## config.mk

```make
export PLATFORM = sky130hd
export DESIGN_NAME = http_method_aware_xor_scrambler
export DESIGN_NICKNAME = d
export VERILOG_FILES = /design/src/rtl/hmxs_pkg.sv /design/src/rtl/hmxs_front.sv /design/src/rtl/hmxs_queue.sv /design/src/rtl/hmxs_back.sv /design/src/rtl/http_method_aware_xor_scrambler.sv
export SDC_FILE = /design/constraint.sdc
export NUM_CORES = 1
export LEC_CHECK = 0
export ABC_AREA = 1
export BUFFER_PORTS_ARGS = -buffer_cell sky130_fd_sc_hd__buf_4
export CAP_MARGIN = 20
export CORE_MARGIN = 2
export CORE_UTILIZATION = 50
export DETAILED_ROUTE_END_ITERATION = 10
export HOLD_SLACK_MARGIN = 0.05
export PLACE_DENSITY = 0.74
export SLEW_MARGIN = 15
export SYNTH_ARGS = -nofsm -noshare
export SYNTH_HDL_FRONTEND = slang
export SYNTH_HIERARCHICAL = 1
export SYNTH_SLANG_ARGS = --single-unit
```

## constraint.sdc

```tcl
create_clock -name clk -period 9 [get_ports clk]
set_input_delay 0.9 -clock clk [delete_from_list [all_inputs] [get_ports clk]]
set_output_delay 0.9 -clock clk [all_outputs]
set_load 0.005 [all_outputs]
```

## src/rtl/hmxs_pkg.sv

```systemverilog
package hmxs_pkg;

  // Field and counter widths
  localparam int POS_W             = 11;
  localparam int PLEN_W            = 12;
  localparam int MAX_PACKET_LENGTH = 2048;
  localparam int MAX_KEY_BYTES     = 4;
  localparam int KEY_W             = 32;
  localparam int KLEN_W            = 3;
  localparam int KIDX_W            = 2;
  localparam int HOLD_DEPTH        = 7;
  localparam int HOLD_IDX_W        = 3;
  localparam int WORD_LEN_W        = 3;
  localparam int NUM_WORDS         = 9;
  localparam int WINDOW_LEN        = 10;
  localparam int QUEUE_DEPTH       = 2;

  localparam logic [7:0]           SPACE_BYTE     = 8'h20;
  localparam logic [NUM_WORDS-1:0] ALL_CANDIDATES = '1;

  // Configuration register indexes
  localparam int CFG_IDX_W = 1;
  localparam logic [CFG_IDX_W-1:0] REG_KEY_BYTES  = 1'd0;
  localparam logic [CFG_IDX_W-1:0] REG_KEY_LENGTH = 1'd1;

  localparam logic [KEY_W-1:0]  KEY_BYTES_RESET  = 32'hA55A_AA55;
  localparam logic [KLEN_W-1:0] KEY_LENGTH_RESET = 3'd4;

  // Method words: GET POST HEAD OPTIONS PUT DELETE CONNECT TRACE PATCH
  localparam logic [WORD_LEN_W-1:0] WORD_LEN [NUM_WORDS] =
    '{3'd3, 3'd4, 3'd4, 3'd7, 3'd3, 3'd6, 3'd7, 3'd5, 3'd5};

  localparam logic [7:0] WORD_TEXT [NUM_WORDS][HOLD_DEPTH] = '{
    '{8'h47, 8'h45, 8'h54, 8'h00, 8'h00, 8'h00, 8'h00},
    '{8'h50, 8'h4F, 8'h53, 8'h54, 8'h00, 8'h00, 8'h00},
    '{8'h48, 8'h45, 8'h41, 8'h44, 8'h00, 8'h00, 8'h00},
    '{8'h4F, 8'h50, 8'h54, 8'h49, 8'h4F, 8'h4E, 8'h53},
    '{8'h50, 8'h55, 8'h54, 8'h00, 8'h00, 8'h00, 8'h00},
    '{8'h44, 8'h45, 8'h4C, 8'h45, 8'h54, 8'h45, 8'h00},
    '{8'h43, 8'h4F, 8'h4E, 8'h4E, 8'h45, 8'h43, 8'h54},
    '{8'h54, 8'h52, 8'h41, 8'h43, 8'h45, 8'h00, 8'h00},
    '{8'h50, 8'h41, 8'h54, 8'h43, 8'h48, 8'h00, 8'h00}
  };

  typedef enum logic [1:0] {
    MODE_DECIDING = 2'd0,
    MODE_MATCHED  = 2'd1,
    MODE_PLAIN    = 2'd2
  } mode_t;

  typedef enum logic {
    FR_ACCEPT = 1'b0,
    FR_FLUSH  = 1'b1
  } front_state_t;

  typedef struct packed {
    logic [7:0]        data_byte;
    logic [PLEN_W-1:0] packet_length;
  } in_item_t;

  typedef struct packed {
    logic [7:0] result_byte;
    logic       packet_end;
    logic       run_end;
  } out_item_t;

  // One classified byte handed from the front end to the back end.
  typedef struct packed {
    logic [7:0]            data;
    logic [POS_W-1:0]      pos;
    logic                  matched;
    logic [WORD_LEN_W-1:0] word_len;
    logic                  packet_end;
    logic                  run_end;
  } job_t;

  // Packet length with zero taken as one and large values saturated.
  function automatic logic [PLEN_W-1:0] eff_plen(input logic [PLEN_W-1:0] plen);
    logic [PLEN_W-1:0] r;
    r = plen;
    if (plen == '0) r = PLEN_W'(1);
    if (plen > PLEN_W'(MAX_PACKET_LENGTH)) r = PLEN_W'(MAX_PACKET_LENGTH);
    return r;
  endfunction

  // Key length with zero taken as one and large values saturated.
  function automatic logic [KLEN_W-1:0] eff_klen(input logic [KLEN_W-1:0] klen);
    logic [KLEN_W-1:0] r;
    r = klen;
    if (klen == '0) r = KLEN_W'(1);
    if (klen > KLEN_W'(MAX_KEY_BYTES)) r = KLEN_W'(MAX_KEY_BYTES);
    return r;
  endfunction

  // Position modulo three: base-4 digit sum, then a short subtract chain.
  function automatic logic [1:0] mod3(input logic [POS_W-1:0] pos);
    logic [POS_W:0] ext;
    logic [4:0]     s;
    ext = {1'b0, pos};
    s   = '0;
    for (int d = 0; d < (POS_W + 1) / 2; d++) begin
      s = s + 5'(ext[2*d +: 2]);
    end
    if (s >= 5'd12) s = s - 5'd12;
    if (s >= 5'd6)  s = s - 5'd6;
    if (s >= 5'd3)  s = s - 5'd3;
    return s[1:0];
  endfunction

  // Key byte for an absolute byte position.
  function automatic logic [7:0] key_at(input logic [POS_W-1:0]  pos,
                                        input logic [KEY_W-1:0]  key,
                                        input logic [KLEN_W-1:0] klen);
    logic [KLEN_W-1:0] k;
    logic [KIDX_W-1:0] idx;
    k = eff_klen(klen);
    case (k)
      3'd2:    idx = {1'b0, pos[0]};
      3'd3:    idx = mod3(pos);
      3'd4:    idx = pos[1:0];
      default: idx = '0;
    endcase
    return key[8*idx +: 8];
  endfunction

endpackage

```

## src/rtl/hmxs_front.sv

```systemverilog
module hmxs_front
  import hmxs_pkg::*;
(
  input  logic     clk,
  input  logic     rst,
  input  logic     item_valid,
  output logic     item_stall,
  input  in_item_t item,
  input  logic     q_full,
  output logic     q_push,
  output job_t     q_job
);

  front_state_t          state, state_next;
  logic [POS_W-1:0]      pos, pos_next;
  logic [NUM_WORDS-1:0]  cand, cand_next;
  mode_t                 mode, mode_next;
  logic [WORD_LEN_W-1:0] wl, wl_next;
  logic                  flush_matched, flush_matched_next;
  logic [WORD_LEN_W-1:0] flush_wl, flush_wl_next;
  logic                  flush_last, flush_last_next;
  logic [HOLD_IDX_W-1:0] flush_top, flush_top_next;
  logic [HOLD_IDX_W-1:0] flush_idx, flush_idx_next;
  logic [7:0]            hold [HOLD_DEPTH];

  logic                  accept;
  logic [PLEN_W-1:0]     plen;
  logic [PLEN_W-1:0]     pos_plus1;
  logic                  last;
  logic                  hold_path;
  logic [NUM_WORDS-1:0]  cand_new;
  logic                  found;
  logic [WORD_LEN_W-1:0] found_len;
  logic                  flush;

  assign item_stall = (state != FR_ACCEPT) || q_full;
  assign accept     = item_valid && !item_stall;

  // Classify the incoming byte against the remaining method words.
  always_comb begin
    plen      = eff_plen(item.packet_length);
    pos_plus1 = {1'b0, pos} + PLEN_W'(1);
    last      = pos_plus1 >= plen;
    hold_path = (mode == MODE_DECIDING) && (pos < POS_W'(HOLD_DEPTH));
    for (int m = 0; m < NUM_WORDS; m++) begin
      cand_new[m] = cand[m]
        && !(plen <= PLEN_W'(WORD_LEN[m])
             || (POS_W'(WORD_LEN[m]) > pos
                 && WORD_TEXT[m][pos[HOLD_IDX_W-1:0]] != item.data_byte));
    end
    found     = 1'b0;
    found_len = '0;
    for (int m = 0; m < NUM_WORDS; m++) begin
      if (cand_new[m] && PLEN_W'(WORD_LEN[m]) == pos_plus1) begin
        found     = 1'b1;
        found_len = WORD_LEN[m];
      end
    end
    flush = found || (cand_new == '0) || last || (pos_plus1 >= PLEN_W'(HOLD_DEPTH));
  end

  // Next state, packet tracking and queue writes.
  always_comb begin
    state_next         = state;
    pos_next           = pos;
    cand_next          = cand;
    mode_next          = mode;
    wl_next            = wl;
    flush_matched_next = flush_matched;
    flush_wl_next      = flush_wl;
    flush_last_next    = flush_last;
    flush_top_next     = flush_top;
    flush_idx_next     = flush_idx;
    q_push             = 1'b0;
    q_job              = '0;
    case (state)
      FR_ACCEPT: begin
        if (accept) begin
          if (hold_path) begin
            cand_next = cand_new;
            if (found) begin
              mode_next = MODE_MATCHED;
              wl_next   = found_len;
            end else if (flush) begin
              mode_next = MODE_PLAIN;
            end
            if (flush) begin
              state_next         = FR_FLUSH;
              flush_matched_next = found;
              flush_wl_next      = found ? found_len : wl;
              flush_last_next    = last;
              flush_top_next     = pos[HOLD_IDX_W-1:0];
              flush_idx_next     = '0;
            end
          end else begin
            q_push           = 1'b1;
            q_job.data       = item.data_byte;
            q_job.pos        = pos;
            q_job.matched    = (mode == MODE_MATCHED);
            q_job.word_len   = wl;
            q_job.packet_end = last;
            q_job.run_end    = 1'b1;
            if (mode == MODE_DECIDING) mode_next = MODE_PLAIN;
          end
          // The packet's last byte restarts the method search.
          if (last) begin
            pos_next  = '0;
            cand_next = ALL_CANDIDATES;
            mode_next = MODE_DECIDING;
            wl_next   = '0;
          end else begin
            pos_next = pos + POS_W'(1);
          end
        end
      end
      FR_FLUSH: begin
        if (!q_full) begin
          q_push           = 1'b1;
          q_job.data       = hold[flush_idx];
          q_job.pos        = POS_W'(flush_idx);
          q_job.matched    = flush_matched;
          q_job.word_len   = flush_wl;
          q_job.packet_end = (flush_idx == flush_top) && flush_last;
          q_job.run_end    = (flush_idx == flush_top);
          if (flush_idx == flush_top) begin
            state_next = FR_ACCEPT;
          end else begin
            flush_idx_next = flush_idx + HOLD_IDX_W'(1);
          end
        end
      end
      default: begin
        state_next = FR_ACCEPT;
      end
    endcase
  end

  // Control registers.
  always_ff @(posedge clk) begin
    if (rst) begin
      state <= FR_ACCEPT;
      pos   <= '0;
      cand  <= ALL_CANDIDATES;
      mode  <= MODE_DECIDING;
      wl    <= '0;
    end else begin
      state <= state_next;
      pos   <= pos_next;
      cand  <= cand_next;
      mode  <= mode_next;
      wl    <= wl_next;
    end
  end

  // Flush bookkeeping and the held bytes carry no reset.
  always_ff @(posedge clk) begin
    flush_matched <= flush_matched_next;
    flush_wl      <= flush_wl_next;
    flush_last    <= flush_last_next;
    flush_top     <= flush_top_next;
    flush_idx     <= flush_idx_next;
    if (accept && hold_path) begin
      hold[pos[HOLD_IDX_W-1:0]] <= item.data_byte;
    end
  end

endmodule

```

## src/rtl/hmxs_queue.sv

```systemverilog
module hmxs_queue
  import hmxs_pkg::*;
(
  input  logic clk,
  input  logic rst,
  input  logic push,
  input  job_t push_job,
  output logic full,
  input  logic pop,
  output logic head_valid,
  output job_t head_job
);

  localparam int PTR_W = $clog2(QUEUE_DEPTH);
  localparam int CNT_W = $clog2(QUEUE_DEPTH + 1);

  job_t             entries [QUEUE_DEPTH];
  logic [PTR_W-1:0] wr_ptr;
  logic [PTR_W-1:0] rd_ptr;
  logic [CNT_W-1:0] count;

  assign full       = (count == CNT_W'(QUEUE_DEPTH));
  assign head_valid = (count != '0);
  assign head_job   = entries[rd_ptr];

  // Pointers wrap at the queue depth.
  always_ff @(posedge clk) begin
    if (rst) begin
      wr_ptr <= '0;
      rd_ptr <= '0;
      count  <= '0;
    end else begin
      if (push) begin
        wr_ptr <= (wr_ptr == PTR_W'(QUEUE_DEPTH - 1)) ? '0 : wr_ptr + PTR_W'(1);
      end
      if (pop) begin
        rd_ptr <= (rd_ptr == PTR_W'(QUEUE_DEPTH - 1)) ? '0 : rd_ptr + PTR_W'(1);
      end
      if (push && !pop) begin
        count <= count + CNT_W'(1);
      end else if (pop && !push) begin
        count <= count - CNT_W'(1);
      end
    end
  end

  // Entry storage.
  always_ff @(posedge clk) begin
    if (push) begin
      entries[wr_ptr] <= push_job;
    end
  end

endmodule

```

## src/rtl/hmxs_back.sv

```systemverilog
module hmxs_back
  import hmxs_pkg::*;
(
  input  logic              clk,
  input  logic              rst,
  input  logic [KEY_W-1:0]  key_bytes,
  input  logic [KLEN_W-1:0] key_length,
  input  logic              head_valid,
  input  job_t              head_job,
  output logic              pop,
  output logic              result_valid,
  input  logic              result_stall,
  output out_item_t         result
);

  out_item_t        res_next;
  logic [7:0]       key_byte;
  logic [POS_W-1:0] win_lo;
  logic [POS_W-1:0] win_hi;
  logic             in_window;

  assign pop = head_valid && (!result_valid || !result_stall);

  // Corrupt or scramble one byte according to its packet's mode.
  always_comb begin
    key_byte  = key_at(head_job.pos, key_bytes, key_length);
    win_lo    = POS_W'(head_job.word_len);
    win_hi    = win_lo + POS_W'(WINDOW_LEN);
    in_window = (head_job.pos >= win_lo) && (head_job.pos < win_hi);
    res_next.packet_end = head_job.packet_end;
    res_next.run_end    = head_job.run_end;
    if (head_job.matched) begin
      if (head_job.pos == POS_W'(1)) begin
        res_next.result_byte = SPACE_BYTE;
      end else if (in_window) begin
        res_next.result_byte = head_job.data ^ key_byte;
      end else begin
        res_next.result_byte = head_job.data;
      end
    end else begin
      res_next.result_byte = head_job.data ^ key_byte;
    end
  end

  // Output register valid flag.
  always_ff @(posedge clk) begin
    if (rst) begin
      result_valid <= 1'b0;
    end else if (pop) begin
      result_valid <= 1'b1;
    end else if (!result_stall) begin
      result_valid <= 1'b0;
    end
  end

  // Output register payload.
  always_ff @(posedge clk) begin
    if (pop) begin
      result <= res_next;
    end
  end

endmodule

```

## src/rtl/http_method_aware_xor_scrambler.sv

```systemverilog
// HTTP-method-aware XOR scrambler.
// Input channel (item_valid, item_stall, item): one payload byte per item,
// each carrying the packet length. Output channel (result_valid,
// result_stall, result): one byte per item, with packet_end on the last
// byte of the packet and run_end on the last result caused by an input byte.
// Configuration: cfg_write with cfg_index and cfg_data writes key_bytes or
// key_length; write only while the block is idle.
// The first bytes of a packet are held until the method word is known.
// A byte past that point goes straight into the queue when it is accepted,
// then through the output register; one item per cycle is sustained while
// the output is not stalled. When the decision is made on byte p (p below
// seven), the input stalls while held bytes 0 to p are written one per cycle,
// unless the queue is full, into the two-entry queue; this sequencing in
// the front end sets the rate at the start of each packet.
// Reset (rst, synchronous) restores the default key, empties the queue and
// output register and starts a new packet. When the receiver stalls, the
// output register holds its item, the queue fills and item_stall rises.
module http_method_aware_xor_scrambler
  import hmxs_pkg::*;
(
  input  logic                 clk,
  input  logic                 rst,
  input  logic                 item_valid,
  output logic                 item_stall,
  input  in_item_t             item,
  output logic                 result_valid,
  input  logic                 result_stall,
  output out_item_t            result,
  input  logic                 cfg_write,
  input  logic [CFG_IDX_W-1:0] cfg_index,
  input  logic [KEY_W-1:0]     cfg_data
);

  logic [KEY_W-1:0]  key_bytes;
  logic [KLEN_W-1:0] key_length;
  logic              q_full;
  logic              q_push;
  job_t              q_job;
  logic              q_pop;
  logic              q_head_valid;
  job_t              q_head_job;

  // Configuration registers.
  always_ff @(posedge clk) begin
    if (rst) begin
      key_bytes  <= KEY_BYTES_RESET;
      key_length <= KEY_LENGTH_RESET;
    end else if (cfg_write) begin
      case (cfg_index)
        REG_KEY_BYTES:  key_bytes  <= cfg_data;
        REG_KEY_LENGTH: key_length <= cfg_data[KLEN_W-1:0];
        default: begin
        end
      endcase
    end
  end

  hmxs_front u_front (
    .clk        (clk),
    .rst        (rst),
    .item_valid (item_valid),
    .item_stall (item_stall),
    .item       (item),
    .q_full     (q_full),
    .q_push     (q_push),
    .q_job      (q_job)
  );

  hmxs_queue u_queue (
    .clk        (clk),
    .rst        (rst),
    .push       (q_push),
    .push_job   (q_job),
    .full       (q_full),
    .pop        (q_pop),
    .head_valid (q_head_valid),
    .head_job   (q_head_job)
  );

  hmxs_back u_back (
    .clk          (clk),
    .rst          (rst),
    .key_bytes    (key_bytes),
    .key_length   (key_length),
    .head_valid   (q_head_valid),
    .head_job     (q_head_job),
    .pop          (q_pop),
    .result_valid (result_valid),
    .result_stall (result_stall),
    .result       (result)
  );

endmodule
```

# ---- After elaboration in Yosys (flattened, before gate mapping)
# Memory sizes are Yosys's and may differ from the RTL's. A register that Yosys moved wholly into a read port is not among the register bits.
# Index checks and enable logic that the tools add are counted.
# W data, S select, Z words.
dict set report totals {
  mem_bits_rw 106
  n_memories 11
  regBits 87
  wordCells 271
  romBits 576
}
dict set report classes {
  n_addsub 16
  n_bitwise 4
  n_mux 93
  eq_ne 28
  n_shift 1
  n_lt_le_gt_ge 21
  reduce_logical 78
}
# memory words width read_ports rd_ports_with_merged_regs wr line
set mem_list {}
lappend mem_list {{(name not given)} 8 8 1 0 0 hmxs_front.sv:49} ;# && WORD_TEXT[m][pos[HOLD_IDX_W-1:0]] != item.data_byte));
lappend mem_list {{(name not given)} 8 8 1 0 0 hmxs_front.sv:49}
lappend mem_list {{(name not given)} 8 8 1 0 0 hmxs_front.sv:49}
lappend mem_list {{(name not given)} 8 8 1 0 0 hmxs_front.sv:49}
lappend mem_list {{(name not given)} 8 8 1 0 0 hmxs_front.sv:49}
lappend mem_list {{(name not given)} 8 8 1 0 0 hmxs_front.sv:49}
lappend mem_list {{+5 memories} n/a n/a n/a n/a n/a n/a}
# cell count
set op_table {}
lappend op_table {{$mux W8} 21}
lappend op_table {{$mux W25} 3}
lappend op_table {{$ne A8 B8 Y1} 9}
lappend op_table {{$mux W3} 19}
lappend op_table {{$pmux W25 S2} 1}
lappend op_table {{$eq A3 B12 Y1 const A} 4}
lappend op_table {{$le A12 B3 Y1 const B} 4}
lappend op_table {{$gt A3 B11 Y1 const A} 4}
lappend op_table {{$logic_and A1 B1 Y1} 35}
lappend op_table {{$shiftx A32 B6 Y8} 1}
lappend op_table {{$mux W1} 27}
lappend op_table {{$mux W12} 2}
lappend op_table {{$mux W5} 4}
lappend op_table {{$mux W2} 9}
lappend op_table {{$mux W9} 2}
lappend op_table {{$add A5 B2 Y5} 3}
lappend op_table {{$logic_not A1 Y1} 14}
lappend op_table {{$logic_or A1 B1 Y1} 14}
lappend op_table {{$add A11 B1 Y12 const B} 1}
lappend op_table {{$eq A2 B12 Y1 const A} 1}
lappend op_table {{$ge A12 B12 Y1} 1}
lappend op_table {{$ge A12 B3 Y1 const B} 1}
lappend op_table {{$gt A12 B12 Y1 const B} 1}
lappend op_table {{$le A12 B2 Y1 const B} 1}
lappend op_table {{other kinds (46)} 59}

# ---- Longest topological paths before layout
dict set report depth {
  ltp_word 27
  depth_mapped 42
  ltp_nobuf 40
}

# ---- By module
# The synthesis kept the hierarchy.
# mod cells_each instances area_each_um2
set modules_own_cells {}
lappend modules_own_cells {hmxs_front 815 1 6052.1}
lappend modules_own_cells {hmxs_queue 111 1 2135.8}
lappend modules_own_cells {hmxs_back 268 1 1774.2}
lappend modules_own_cells {http_method_aware_xor_scrambler 191 1 1382.6}

# ---- Worst setup path before layout
# Ideal clock, no wire load.
dict set report synth_path {
  path_type {register to register}
  startpoint {register with a tool-made name}
  endpoint {register u_back/result[3] (netlist name)}
  setup_time_ps 259
  t_required_ps 8741
  synth_period_minus_slack_ps 5592
  setup_slack_ps 3408
  stages_incl_launch_ff 41
  arrival_ps 5333
  path_buffers 3
  cell_sequence {dfxtp_1 -> buf_6 -> buf_12 -> mux2_4 -> fa_1 -> fa_1 -> inv_1 -> fa_1 -> inv_1 -> ha_1 -> inv_1 -> fa_1 -> inv_1 -> nand2_1 -> nand2_2 -> inv_1 -> ha_1 -> inv_1 -> [5 not listed] -> nand2_2 -> inv_1 -> ha_1 -> inv_1 -> nand2_1 -> inv_1 -> nand3_1 -> nand2_1 -> inv_2 -> nand2_4 -> nand3_4 -> buf_6 -> nand2_2 -> nand3_2 -> nand2_1 -> nand2_1 -> nand3_1 -> nand3_1}
}

==> results.cfg <==
[sta]
maxSlewViolCount = 0
setup_ws_ns = 2.60
rsz0062_at_grt = no
finalClockSkew_ns = 0.0198
hold_violations = 0
worst_slew_pin_slew_ns = 1.02
fin_crit_ns = 6.40
setup_violations = 0
period_share_pct = 71.1
fmax_mhz = 156
tns_ns = 0
slew_headroom_pct = 31.6

[route]
vias = 9356
drtIter0Drc = 729
firstDrtPassIters = 6
wl_mm = 25.8
drc = 0
ant_nets = 0
vias_per_cell = 5.39
wl_per_cell_microns = 14.9

[clock_network]
cts_root_buf = clkbuf_16
h-tree-depth = 4
clockBufferDepth = 2
clkTransAtPathRegs_ns = 0.08
cts_hold_buf = 0
cts.repair.resized = 0
clk_latency_ns = 0.45
cts_buffers = 17
cts_setup_buffers = 0
cts_tree = built
cts_sinks = 197

[critical_path]
crit_top_cell = inv_1
setup.worst_path.start_class = register
cp_slowest_stage_delay_ns = 0.51
critPathKind = register to register
crit_path_end_kind = register
rr_worst_depth = 38
path_max_fanout = 25
cpMaxStageDelayCell = fa_1
required_ns = 9.19
worst-endpoint-arrival_ns = 6.59

[floorplan]
ios = 70
fp.dieW_microns = 155
rows = 55
initial_core_util_pct = 50.6
fp.dieArea_sq_mm = 0.0239
core-area_sq_mm = 0.0224
die_h_microns = 155

[power]
p_leak_nw = 5.70
powerDensity_mw_per_mm2 = 383
vdd_drop_max_v = 0.000390
p_total_mw = 4.85

[logic_synthesis]
ys_seq_elements = 197
netlist_instances = 1385
syn_nets = 1489
netlist_top_cells_area = edfxtp_1, dfxtp_1, nand2_1
synth_top_area_cell = edfxtp_1
ys_seq_area_share_pct = 46.0
yosys_warnings = 6
yosysTopAreaCellShare_pct = 33.6
syn_area_sq_mm = 0.0113
avgSynthCellArea_sq_um = 8.19
async_reset_ff_share_pct = 0
synth_edf_count = 127
synth_cell_types = 53
synthFlopType = edfxtp_1

[global_routing]
grt_pass1_wl_mm = 42.0
antenna_found_initial = 0
grt.overflow.total = 0
grt_max_degree = 36
track_usage_pct = 21.7
grt_pass1_vias = 8520

[place]
dpl_worst_slack_ns = 2.67
hpwl_mm = 18.6
io_buffers = 69
gp_congestion = 0.954

[cells_and_area]
nNetsFinal = 1541
drive_above_1_share_pct = 13.5
n_fill_cell = 2040
utilization_pct = 56.5
diodes = 0
syn_to_final_growth_pct = 11.7

[job]
maxCapViolations = 0

[hold_path]
hold_path_class = register to register
hold_depth = 2

[run_status]
status = finished clean
==> path summary, 6_finish.rpt <==
| path | start | to | slack [ns] |
|---|---|---|---|
| worst min-delay path | key_bytes[17] | key_bytes[17] | 0.47 |
| worst max register to register | register | u_back/result[7] | 2.60 |
| worst min register to register | key_bytes[17] | key_bytes[17] | 0.47 |
| worst max-delay path | register | u_back/result[7] | 2.60 |
==> critical path: cells and delay by family (launching register included) <==
kind | cells | cell delay, ns
adders and majority gates | 7 | 2.49
buffers and inverters | 11 | 0.97
DFF | 1 | 0.32
muxes | 1 | 0.45
and+or+nand+nor | 19 | 1.87
==> per-stage QoR <==
stage | instances | hold slack [ns] | area [sq um]
3_3_place_gp | 1703 | 0.449 | 12000
6_report | 1735 | 0.469 | 12700
3_5_place_dp | 1703 | 0.448 | 12000
5_1_grt | 1735 | 0.500 | 12700
4_1_cts | 1735 | 0.469 | 12700
2_1_floorplan | 1385 | 0.429 | 11300
==> registers in the layout, summed over array words and instances (netlist names), 2 cells and up, named ones only <==
signal	flops
u_queue/count	2
u_front/hold	56
key_bytes	32
u_back/result	10
u_front/wl	3
u_front/flush_wl	3
u_front/flush_idx	3
u_front/mode	2
u_front/cand	9
key_length	3
u_front/pos	11
u_front/flush_top	3
u_queue/entries	50
==> cells in the mapped netlist, types with 4 or more instances <==
master      n
a21oi_1    66
dfxtp_1    70
xor2_1      6
nor3_1     16
a21oi_2     4
inv_1     151
xnor2_1     6
buf_4       6
nand2_2    21
o21ai_0    47
inv_2       7
nand2_1   354
nor2_2      7
buf_6       4
clkbuf_1   21
nand2_4     4
buf_2       8
ha_1       40
nand4_1    24
mux2_4     20
nand3_2     9
o32ai_1     8
o211ai_1    7
mux2_2      5
nand3_1   147
edfxtp_1  127
nor2_1    157
fa_1        6
==> per-layer routing <==
metal	vias up	global-route usage [%]	share of wire, %
li1	4697	-	-
met1	4303	29.1	45
met2	309	36.1	47
met3	47	4.01	5.9
met4	0	6.57	2.1
met5	-	0	0
==> where the power goes <==
group | total, mW | internal, mW | switching, mW
Combinational | 2.76 | 1.04 | 1.73
Sequential | 1.29 | 1.18 | 0.109
Clock | 0.798 | 0.394 | 0.404
Total | 4.85 | 2.61 | 2.24
==> placed cells by master (no fill, tap or decap), types with 2 or more instances in the layout <==
| master | instances |
|---|---|
| nand2_1 | 354 |
| nor2_1 | 156 |
| inv_1 | 151 |
| nand3_1 | 147 |
| edfxtp_1 | 127 |
| buf_4 | 75 |
| dfxtp_1 | 70 |
| a21oi_1 | 66 |
| o21ai_0 | 47 |
| ha_1 | 40 |
| nand4_1 | 24 |
| nand2_2 | 21 |
| mux2_4 | 20 |
| clkbuf_16 | 17 |
| nor3_1 | 14 |
| nand3_2 | 9 |
| nor2_2 | 8 |
| o32ai_1 | 8 |
| inv_2 | 7 |
| o211ai_1 | 7 |
| fa_1 | 6 |
| xnor2_1 | 6 |
| xor2_1 | 6 |
| clkinv_8 | 5 |
| mux2_2 | 5 |
| inv_8 | 4 |
| inv_12 | 4 |
| nand2_4 | 4 |
| a21oi_2 | 4 |
| nor2_4 | 3 |
| o21ai_1 | 3 |
| nand3b_1 | 3 |
| a32o_1 | 3 |
| a21boi_0 | 3 |
| a21boi_1 | 2 |
| nor3_2 | 2 |
==> kinds of logic after synthesis <==
| kind of cell | share of synthesized area, % |
|---|---|
| AND/OR/NAND/NOR | 29.4 |
| buffers and inverters | 7.55 |
| flip-flops | 46.0 |
| AO/OA/AOI/OAI | 7.56 |
| adder cells (fa/ha/maj) | 5.47 |
| multiplexers | 3.14 |
| XOR/XNOR | 0.926 |
==> area by class of cell <==
cell class	count	area [sq um]	area share [%]
clock inverter	15	220	1.74
multi-input combinational	986	5290	41.7
inverter	160	603	4.76
clock buffer	17	425	3.36
tap	285	357	2.81
timing repair buffer	75	563	4.44
sequential	197	5220	41.2
Power figures use the tool's default switching activity.
